**src/rtl/mfb_pkg.sv**
```systemverilog
`timescale 1ns / 1ps
// ---------------------------------------------------------------------------
// mfb_pkg
// shared types and constants for the monochrome frame buffer drawing core
// ---------------------------------------------------------------------------
package mfb_pkg;

  localparam int unsigned DefPanelWidth  = 128;
  localparam int unsigned DefPanelHeight = 64;
  localparam int unsigned PageRows       = 8;

  localparam logic [1:0] ReqPlot = 2'd0;
  localparam logic [1:0] ReqLine = 2'd1;
  localparam logic [1:0] ReqRect = 2'd2;
  localparam logic [1:0] ReqRead = 2'd3;

  typedef struct packed {
    logic [1:0] req_type;
    logic [7:0] x_start;
    logic [7:0] y_start;
    logic [7:0] x_stop;
    logic [7:0] y_stop;
    logic [7:0] rect_width;
    logic [7:0] rect_height;
    logic       ink;
    logic [9:0] byte_addr;
  } req_t;

  typedef struct packed {
    logic [7:0] read_data;
    logic       is_read;
  } rsp_t;

endpackage

```
**src/rtl/mfb_front.sv**
```systemverilog
`timescale 1ns / 1ps
// ---------------------------------------------------------------------------
// mfb_front
// command queue between the input port and the drawing engine
// ---------------------------------------------------------------------------
module mfb_front (
  input  logic          clk_i,
  input  logic          rst_ni,
  input  logic          push,
  output logic          full,
  input  mfb_pkg::req_t req_i,
  output logic          cmd_valid_o,
  input  logic          cmd_take_i,
  output mfb_pkg::req_t cmd_o
);
  import mfb_pkg::*;

  // two-entry queue
  req_t       mem_q [2];
  logic       wr_ptr_q, rd_ptr_q;
  logic [1:0] cnt_q;
  logic       wr, rd;

  assign full        = (cnt_q == 2'd2);
  assign cmd_valid_o = (cnt_q != 2'd0);
  assign cmd_o       = mem_q[rd_ptr_q];
  assign wr          = push && !full;
  assign rd          = cmd_take_i && cmd_valid_o;

  always_ff @(posedge clk_i) begin
    if (wr) begin
      mem_q[wr_ptr_q] <= req_i;
    end
  end

  always_ff @(posedge clk_i or negedge rst_ni) begin
    if (!rst_ni) begin
      wr_ptr_q <= 1'b0;
      rd_ptr_q <= 1'b0;
      cnt_q    <= 2'd0;
    end else begin
      if (wr) wr_ptr_q <= !wr_ptr_q;
      if (rd) rd_ptr_q <= !rd_ptr_q;
      cnt_q <= cnt_q + {1'b0, wr} - {1'b0, rd};
    end
  end

endmodule

```
**config.mk**
```make
export PLATFORM = sky130hd
export DESIGN_NAME = mfb_front
export DESIGN_NICKNAME = d
export VERILOG_FILES = /design/src/rtl/mfb_pkg.sv /design/src/rtl/mfb_front.sv
export SDC_FILE = /design/constraint.sdc
export NUM_CORES = 1
export LEC_CHECK = 0
export ABC_AREA = 1
export BUFFER_PORTS_ARGS = -buffer_cell sky130_fd_sc_hd__buf_2
export CAP_MARGIN = 20
export CORE_UTILIZATION = 50
export CTS_CLUSTER_DIAMETER = 30
export DETAILED_ROUTE_END_ITERATION = 10
export PLACE_DENSITY_LB_ADDON = 0.08
export SETUP_SLACK_MARGIN = 0.2
export SYNTH_ARGS = -nofsm -noshare
export SYNTH_HDL_FRONTEND = slang
export SYNTH_SLANG_ARGS = --single-unit
export TNS_END_PERCENT = 100
```
**constraint.sdc**
```tcl
create_clock -name clk_i -period 4.55 [get_ports clk_i]
set_input_delay 0.2275 -clock clk_i [delete_from_list [all_inputs] [get_ports clk_i]]
set_output_delay 0.2275 -clock clk_i [all_outputs]
set_load 0.005 [all_outputs]
```
==> results.py, run 1 <==
metrics = {
    "sta": {
        "worst_pin_slew_ns": 0.931,
        "fin_crit_sh_pct": 50.1,
        "rsz0062_at_grt": "false",
        "max_slew_margin_pct": 37.8,
        "finalHoldViolCount": 0,
        "skew_ns": 0.00460,
        "setup_viol": 0,
        "period_needed_ns": 2.28,
        "max_freq_mhz": 439,
        "finalSetupTns_ns": 0,
        "layout_setup_ws_ns": 2.27,
        "drv_slew": 0,
    },
    "logic_synthesis": {
        "yosysWarnings": 0,
        "syn_area_per_cell_um2": 13.4,
        "syn_nets": 418,
        "synth-seq-cells": 126,
        "synth-seq-area-share_pct": 79.9,
        "synth_cell_type_count": 10,
        "netlist_area_mm2": 0.00471,
        "netlist_instances": 351,
    },
    "global_route": {
        "grt_overflow_total": 0,
        "grt_pass1_wl_mm": 14.5,
        "antenna_found_initial": 0,
        "grt_max_degree": 63,
        "grt_usage_pct": 19.8,
        "grt_pass1_vias": 3126,
    },
    "drt": {
        "drtPass1Iterations": 6,
        "wl_per_cell_um": 13.5,
        "wl_mm": 9.13,
        "drt_iter0_markers": 100,
        "drcViolationCount": 0,
        "vias_per_cell": 4.72,
        "ant_nets": 0,
        "vias": 3182,
    },
    "clock_tree": {
        "cts-root-buf": "clkbuf_8",
        "clock_latency_ns": 0.50,
        "clock_sink_count": 126,
        "post-cts-setup-buffers": 0,
        "ctsResizeCount": 0,
        "cts_made_buffers": 17,
        "cts_htree_levels": 4,
        "tritoncts": "yes",
        "cts_buffer_depth": 2,
        "clk_pin_slew_worst_paths_ns": 0.05,
    },
    "power": {
        "ir_drop_v": 0.000365,
        "pwr-share-comb_pct": 25.9,
        "p_sw_share_pct": 29.6,
        "intPower_mw": 2.87,
        "power.density_mw_per_mm2": 616,
        "total_power_mw": 4.07,
        "switching_power_mw": 1.21,
        "p_leak_nw": 2.91,
        "seqPwrFrac_pct": 41.5,
        "clockPowerShare_pct": 32.6,
    },
    "layout": {
        "drive_gt1_share_pct": 28.8,
        "fillerInstances": 661,
        "n_antenna_cell": 0,
        "fin_nets": 617,
        "areaGrowthSynthToFinish_pct": 40.5,
    },
    "setup_path": {
        "crit_required_ns": 4.32,
        "crit_buf_inv": 2,
        "rr_startpoint": "cnt_q[1]$_DFF_PN0_",
        "crit_slowest_cell": "dfrtp_2",
        "crit_top_cell": "nand2_1",
        "reg2reg_slack_ns": 2.28,
        "critPathMaxFanout": 34,
        "arrival_ns": 2.05,
        "reg2regPathDepth": 4,
        "cp-start-kind": "flop",
        "critical_path_class": "flop to output pin",
        "rr_endpoint": "mem_q[1][15]$_DFFE_PP_",
        "critical-path-top-delay-family": "flip-flops",
        "max_stage_delay_ns": 0.78,
        "critPathCaptureType": "output pin",
        "crit_chain": "buf_4, nand2_1, nand2_1, buf_2",
    },
    "hold_path": {
        "min_from": "push",
        "hold_class": "input pin to flop",
        "hold_path_end": "wr_ptr_q$_DFFE_PN0N_",
        "worstHoldPathCells": 3,
    },
    "placement": {
        "place_congestion": 0.796,
        "io_buffers": 127,
        "post-place-ws_ns": 2.22,
        "dp_hpwl_mm": 5.29,
    },
    "die": {
        "initial_core_util_pct": 51.2,
        "design.die.area_mm2": 0.00981,
        "ios": 128,
        "num_rows": 35,
        "die_h_um": 99.1,
        "die_x_um": 99.1,
        "core_area_mm2": 0.00920,
    },
    "flow_run": {
        "cap_violations": 0,
    },
    "status": {
        "status": "finished, final reports clean",
    },
}
## worst register-to-register path: cells and delay by family (launching register included)
kind | cells | cell delay [ns]
DFF | 1 | 0.39
and+or+nand+nor | 3 | 0.99
buffers and inverters | 1 | 0.51
## cells in the final DEF (no fill, tap or decap), drive strengths merged
cell | synthesis | final
nand3 | 3 | 3
bufinv | 0 | 4
dfrtp | 4 | 4
nand2 | 196 | 196
clkinvlp | 0 | 2
nor2 | 1 | 1
clkbuf | 0 | 19
edfxtp | 122 | 122
inv | 10 | 10
ha | 2 | 2
clkinv | 0 | 7
buf | 13 | 130
dlygate4sd3 | 0 | 63
## stage by stage
step	util, %	cell area, µm²	instances	hold WS (ns)
global route	71.9	6620	674	0.0472
finish	71.9	6620	674	0.0535
detailed placement	58.6	5390	579	0.0387
CTS	71.9	6620	674	0.0426
floorplan	-	4710	351	-0.0681
global placement	58.6	5390	579	0.0359
## logic make-up (layout without fill, tap and decap cells)
| kind of cell | count (synthesis) | in the layout | synth area share [%] |
|---|---|---|---|
| flip-flops | 126 | 126 | 79.9 |
| buffers and inverters | 23 | 235 | 3.53 |
| adder cells (fa/ha/maj) | 2 | 2 | 0.531 |
| AND/OR/NAND/NOR | 200 | 200 | 16.0 |
## routing by layer
metal / up-vias / global-route usage (%) / wire, µm
met4: 0 / 7.35 / 78
met3: 8 / 7.30 / 548
met5: - / 0 / 0
li1: 1576 / - / -
met1: 1498 / 23.2 / 3780
met2: 100 / 33.4 / 4720
## layout make-up
cell class / instances / area, µm² / area share, %
Clock buffer: 19 / 422 / 6.37
Multi-Input combinational cell: 202 / 787 / 11.9
Sequential cell: 126 / 3760 / 56.9
Timing Repair Buffer: 193 / 1290 / 19.5
Inverter: 10 / 42.5 / 0.643
Tap cell: 111 / 139 / 2.10
Clock inverter: 13 / 171 / 2.59
## power by group through the flow
stage	Sequential, mW	Combinational, mW	Clock, mW
floorplan	1.67	0.671	0
detailed placement	1.71	1.03	0
CTS	1.69	1.08	1.35
finish	1.69	1.06	1.33
global placement	1.70	1.01	0
global route	1.72	1.20	1.40
## worst max path at each step
stage | start | slack, ns | to | cells past startpoint
after global placement | cnt_q[1]$_DFF_PN0_ | 2.30 | mem_q[1][4]$_DFFE_PP_ | 4
after global routing | cnt_q[0]$_DFF_PN0_ | 2.08 | mem_q[1][12]$_DFFE_PP_ | 5
after CTS | rd_ptr_q$_DFFE_PN0P_ | 2.20 | cmd_o[2] | 4
after floorplan | cnt_q[1]$_DFF_PN0_ | 0.96 | mem_q[1][0]$_DFFE_PP_ | 3
final | rd_ptr_q$_DFFE_PN0P_ | 2.27 | cmd_o[2] | 4
after detailed placement | cnt_q[1]$_DFF_PN0_ | 2.22 | mem_q[1][4]$_DFFE_PP_ | 4
## cell usage after synthesis
cell type,number,share of area (%)
nand2_1,196,16
edfxtp_1,122,78
inv_1,9,0.72
buf_6,7,1.7
buf_4,6,0.96
dfrtp_1,4,2.1
nand3_1,3,0.32
ha_1,2,0.53
inv_6,1,0.19
nor2_1,1,0.080
## what timing repair did
action | 4_1_cts | 5_1_grt
hold buffers | 63 | 0
hold endpoints to repair | 127 | 0
endpoints found under the setup margin | 0 | 0
## state kept, by name (all words and copies together) (netlist names)
signal / cells
rd_ptr_q: 1
cnt_q: 2
wr_ptr_q: 1
mem_q: 122
Power figures use the tool's default switching activity.
==> inputs of run 2 (changes only) <==
clock period = 2.1 ns   (was 4.55 ns; I/O delays follow)
==> results.py, run 2 (same netlist as run 1, synthesis figures left out) <==
metrics = {
    "power": {
        "pwr-share-comb_pct": 28.8,
        "p_sw_share_pct": 31.1,
        "clockPowerShare_pct": 29.2,
        "switching_power_mw": 2.68,
        "intPower_mw": 5.95,
        "p_leak_nw": 2.91,
        "power.density_mw_per_mm2": 1300,
        "seqPwrFrac_pct": 42.0,
        "ir_drop_v": 0.000783,
    },
    "clock_tree": {
        "cts_buffer_depth": 2,
        "cts_made_buffers": 17,
        "tritoncts": "yes",
        "clock_sink_count": 126,
        "cts_htree_levels": 4,
        "cts-root-buf": "clkbuf_8",
        "clk_pin_slew_worst_paths_ns": 0.06,
        "clock_latency_ns": 0.50,
    },
    "drt": {
        "vias": 3207,
        "vias_per_cell": 4.72,
        "drt_iter0_markers": 129,
        "drcViolationCount": 0,
        "ant_nets": 0,
        "drtPass1Iterations": 4,
        "wl_per_cell_um": 13.9,
        "wl_mm": 9.45,
    },
    "sta": {
        "max_slew_margin_pct": 77.1,
        "worst_pin_slew_ns": 0.344,
        "max_freq_mhz": 565,
        "finalHoldViolCount": 0,
        "rsz0062_at_grt": "false",
        "fin_crit_sh_pct": 84.2,
        "skew_ns": 0.00927,
        "drv_slew": 0,
        "finalSetupTns_ns": 0,
        "period_needed_ns": 1.77,
        "setup_viol": 0,
    },
    "die": {
        "initial_core_util_pct": 51.2,
        "die_x_um": 99.1,
        "num_rows": 35,
        "core_area_mm2": 0.00920,
        "design.die.area_mm2": 0.00981,
        "ios": 128,
        "die_h_um": 99.1,
    },
    "layout": {
        "largest-register": "mem_q",
        "drive_gt1_share_pct": 29.9,
        "final_common_cell": "nand2_1",
        "reg_top3": "mem_q (122), cnt_q (2)",
        "layout_common_cells": "194 x nand2_1, 127 x buf_2, 122 x edfxtp_1",
        "n_antenna_cell": 0,
        "largest_reg_flops": 122,
        "final_util_pct": 72.4,
        "fin_nets": 624,
        "areaGrowthSynthToFinish_pct": 41.4,
    },
    "global_route": {
        "grt_pass1_wl_mm": 14.5,
        "grt_max_degree": 63,
        "grt_overflow_total": 0,
        "grt_usage_pct": 20.1,
        "grt_pass1_vias": 3197,
        "antenna_found_initial": 0,
    },
    "setup_path": {
        "crit_chain": "buf_4, nand2_1, nand2_1, buf_2",
        "crit_required_ns": 2.00,
        "crit_slowest_cell": "dfrtp_4",
        "crit_buf_inv": 2,
        "critical_path_class": "flop to output pin",
        "critPathMaxFanout": 17,
        "critical-path-top-delay-family": "flip-flops",
        "cp-start-kind": "flop",
        "max_stage_delay_ns": 0.57,
        "critPathCaptureType": "output pin",
        "arrival_ns": 1.66,
        "crit_top_cell": "nand2_1",
    },
    "placement": {
        "place_congestion": 0.748,
        "dp_hpwl_mm": 5.21,
        "io_buffers": 127,
    },
    "flow_run": {
        "cap_violations": 0,
    },
    "status": {
        "status": "finished, final reports clean",
    },
    "hold_path": {
        "hold_class": "input pin to flop",
    },
}
-- run 2: layout make-up --
type                    count  area (µm²)
flip-flops and latches    126        3770
fillers                   653        2540
repair buffers            199        1370
multi-input cells         202         797
clock buffers              19         422
well taps                 111         139
clock inverters            12        98.8
inverters                  10        53.8
repair inverters            1        8.76
-- run 2: worst paths after layout --
kind                                          end  depth (start not counted)  slack (ns)            startpoint
max in group asynchronous    rd_ptr_q$_DFFE_PN0P_                          3        1.35                rst_ni
min reg2reg                  wr_ptr_q$_DFFE_PN0N_                          2        0.47  wr_ptr_q$_DFFE_PN0N_
max                                     cmd_o[59]                          4        0.33  rd_ptr_q$_DFFE_PN0P_
min in group asynchronous    rd_ptr_q$_DFFE_PN0P_                          3        0.54                rst_ni
min                        mem_q[0][10]$_DFFE_PP_                          2        0.33             req_i[10]
max reg2reg                mem_q[1][18]$_DFFE_PP_                          4        0.67    cnt_q[1]$_DFF_PN0_
-- run 2: per-stage QoR --
step	power (mW)	cell area, µm²	std cells	setup slack, ns	hold slack, ns
2_1_floorplan	5.07	4730	351	0.207	-0.191
3_3_place_gp	5.98	5450	582	0.683	-0.0799
3_5_place_dp	6.03	5450	582	0.662	-0.0804
4_1_cts	8.67	6630	678	0.213	0.297
5_1_grt	9.17	6660	680	0.226	0.300
6_report	8.63	6660	680	0.331	0.327
-- run 2: power groups by stage --
| stage | sequential [mW] | clock (mW) | combinational (mW) |
|---|---|---|---|
| after global placement | 3.64 | 0 | 2.34 |
| after floorplan | 3.59 | 0 | 1.48 |
| final | 3.62 | 2.52 | 2.49 |
| after global routing | 3.68 | 2.67 | 2.82 |
| after detailed placement | 3.66 | 0 | 2.37 |
| after CTS | 3.62 | 2.57 | 2.48 |
-- run 2: repair_timing --
item                                    CTS  global route
cloned                                    0             1
pin swaps                                 0             0
endpoints found under the setup margin   43            41
hold endpoints to repair                128             0
hold buffers                             65             0
buffers inserted                          0             1
resized for setup                         2             3
-- run 2: layer usage --
layer	vias to the layer above	GRT usage (%)	wire length, µm
li1	1588	-	-
met1	1511	22.5	3940
met2	96	34.7	4920
met3	12	6.24	459
met4	0	10.2	136
met5	-	0	0
==> inputs of run 3 (changes only) <==
CORE_UTILIZATION = 47   (was 50)
clock period = 1.49 ns   (was 2.1 ns; I/O delays follow)
==> results.py, run 3 (same netlist as run 1, synthesis figures left out) <==
metrics = {
    "clock_tree": {
        "cts-root-buf": "clkbuf_8",
        "tritoncts": "yes",
        "cts_made_buffers": 17,
        "clk_pin_slew_worst_paths_ns": 0.06,
        "cts_buffer_depth": 2,
        "clock_sink_count": 126,
        "cts_htree_levels": 4,
        "clock_latency_ns": 0.51,
    },
    "power": {
        "total_power_mw": 15.8,
        "p_leak_nw": 3.52,
        "power.density_mw_per_mm2": 1960,
        "ir_drop_v": 0.00115,
    },
    "die": {
        "core_area_mm2": 0.00973,
        "design.die.area_mm2": 0.0104,
        "initial_core_util_pct": 48.4,
        "num_rows": 36,
        "ios": 128,
        "die_x_um": 102,
        "die_h_um": 102,
    },
    "drt": {
        "vias": 3688,
        "wl_mm": 14.0,
        "vias_per_cell": 4.86,
        "drtPass1Iterations": 4,
        "drcViolationCount": 0,
        "wl_per_cell_um": 18.4,
        "ant_nets": 0,
        "drt_iter0_markers": 137,
    },
    "global_route": {
        "grt_pass1_wl_mm": 17.3,
        "antenna_found_initial": 0,
        "grtUsageMet2_pct": 41.9,
        "grt_max_degree": 31,
        "grt_pass1_vias": 3440,
        "grtUsageMet1_pct": 26.8,
        "grt_busiest_layer": "met2",
        "grt_usage_pct": 23.4,
        "grt_util_met3_pct": 6.77,
        "grt_overflow_total": 0,
    },
    "sta": {
        "setup_viol": 82,
        "period_needed_ns": 1.74,
        "skew_ns": 0.00749,
        "drv_slew": 0,
        "finalHoldViolCount": 0,
        "fin_crit_sh_pct": 117,
        "worst_pin_slew_ns": 0.286,
        "max_slew_margin_pct": 80.9,
        "rsz0062_at_grt": "true",
        "max_freq_mhz": 574,
        "finalSetupTns_ns": -9.17,
        "layout_setup_ws_ns": -0.251,
    },
    "layout": {
        "multiInputGateArea_mm2": 0.00109,
        "reg_top3": "mem_q (122), cnt_q (2)",
        "drive_gt1_share_pct": 47.6,
        "fillerInstances": 520,
        "fin_nets": 683,
        "areaGrowthSynthToFinish_pct": 71.3,
        "layout_common_cells": "130 x nand2_1, 122 x edfxtp_1, 112 x buf_2",
        "final_common_cell": "nand2_1",
        "largest-register": "mem_q",
        "largest_reg_flops": 122,
        "n_antenna_cell": 0,
        "regArea_mm2": 0.00376,
    },
    "setup_path": {
        "cp-start-kind": "flop",
        "crit_required_ns": 1.42,
        "arrival_ns": 1.67,
        "critical_path_class": "flop to output pin",
        "critPathMaxFanout": 7,
        "critPathCaptureType": "output pin",
    },
    "placement": {
        "dp_hpwl_mm": 5.43,
        "place_congestion": 0.698,
        "io_buffers": 127,
    },
    "hold_path": {
        "hold_class": "input pin to flop",
    },
    "status": {
        "status": "complete, but fails checks",
        "violations": "negative setup slack",
    },
    "flow_run": {
        "cap_violations": 0,
    },
}
## run 3: final cells by class
type,count,area share (%)
Timing Repair Buffer,258,31.1
Sequential cell,126,46.7
Timing Repair inverter,1,0.140
Inverter,10,0.605
Tap cell,133,2.06
Clock buffer,19,5.23
Clock inverter,10,0.651
Multi-Input combinational cell,202,13.6
## run 3: path summary, 6_finish.rpt
check                                          start                     end  cells past startpoint  slack, ns
worst min-delay path                       req_i[14]  mem_q[0][14]$_DFFE_PP_                      2       0.29
max in group asynchronous                     rst_ni    rd_ptr_q$_DFFE_PN0P_                      3       0.78
min in group asynchronous                     rst_ni    wr_ptr_q$_DFFE_PN0N_                      3       0.51
worst max-delay path            rd_ptr_q$_DFFE_PN0P_               cmd_o[33]                      6      -0.25
worst min register to register  wr_ptr_q$_DFFE_PN0N_    wr_ptr_q$_DFFE_PN0N_                      2       0.50
worst max register to register    cnt_q[0]$_DFF_PN0_  mem_q[0][28]$_DFFE_PP_                      7      -0.01
## run 3: per-stage QoR
| step | instance area, µm² | utilization (%) | setup WS, ns | std cells | hold slack (ns) |
|---|---|---|---|---|---|
| 3_5_place_dp | 5530 | 56.9 | 0.0761 | 606 | -0.104 |
| 6_report | 8070 | 82.9 | -0.251 | 759 | 0.291 |
| 4_1_cts | 7470 | 76.8 | -0.152 | 747 | 0.274 |
| 5_1_grt | 8070 | 82.9 | -0.322 | 759 | 0.275 |
| 3_3_place_gp | 5530 | 56.9 | 0.132 | 606 | -0.106 |
| 2_1_floorplan | 4730 | - | -0.394 | 351 | -0.221 |
## run 3: report_power, final
group          switching [mW]  total (mW)  internal [mW]
Combinational            3.49        7.31           3.82
Sequential              0.316        5.16           4.84
Clock                    1.37        3.34           1.97
Total                    5.17        15.8           10.6
## run 3: what timing repair did
item / CTS / global route
pin swaps: 7 / 20
cloned: 13 / 10
setup buffers: 34 / 2
endpoints found under the hold margin: 128 / 0
hold buffers: 65 / 0
setup endpoints to repair: 164 / 188
resized for setup: 50 / 98
## run 3: worst max-delay path: stages (launching register included)
cell and delay (ns):
dfrtp_2 0.49, inv_8 0.12, buf_12 0.12, clkbuf_16 0.15, nand2_1 0.08, nand2_1 0.08, buf_2 0.12
## run 3: layer usage
metal | part of all wire (%) | vias to the layer above
met2 | 55 | 159
met5 | 0 | -
met1 | 36 | 1788
li1 | - | 1714
met4 | 2.3 | 0
met3 | 6.7 | 27
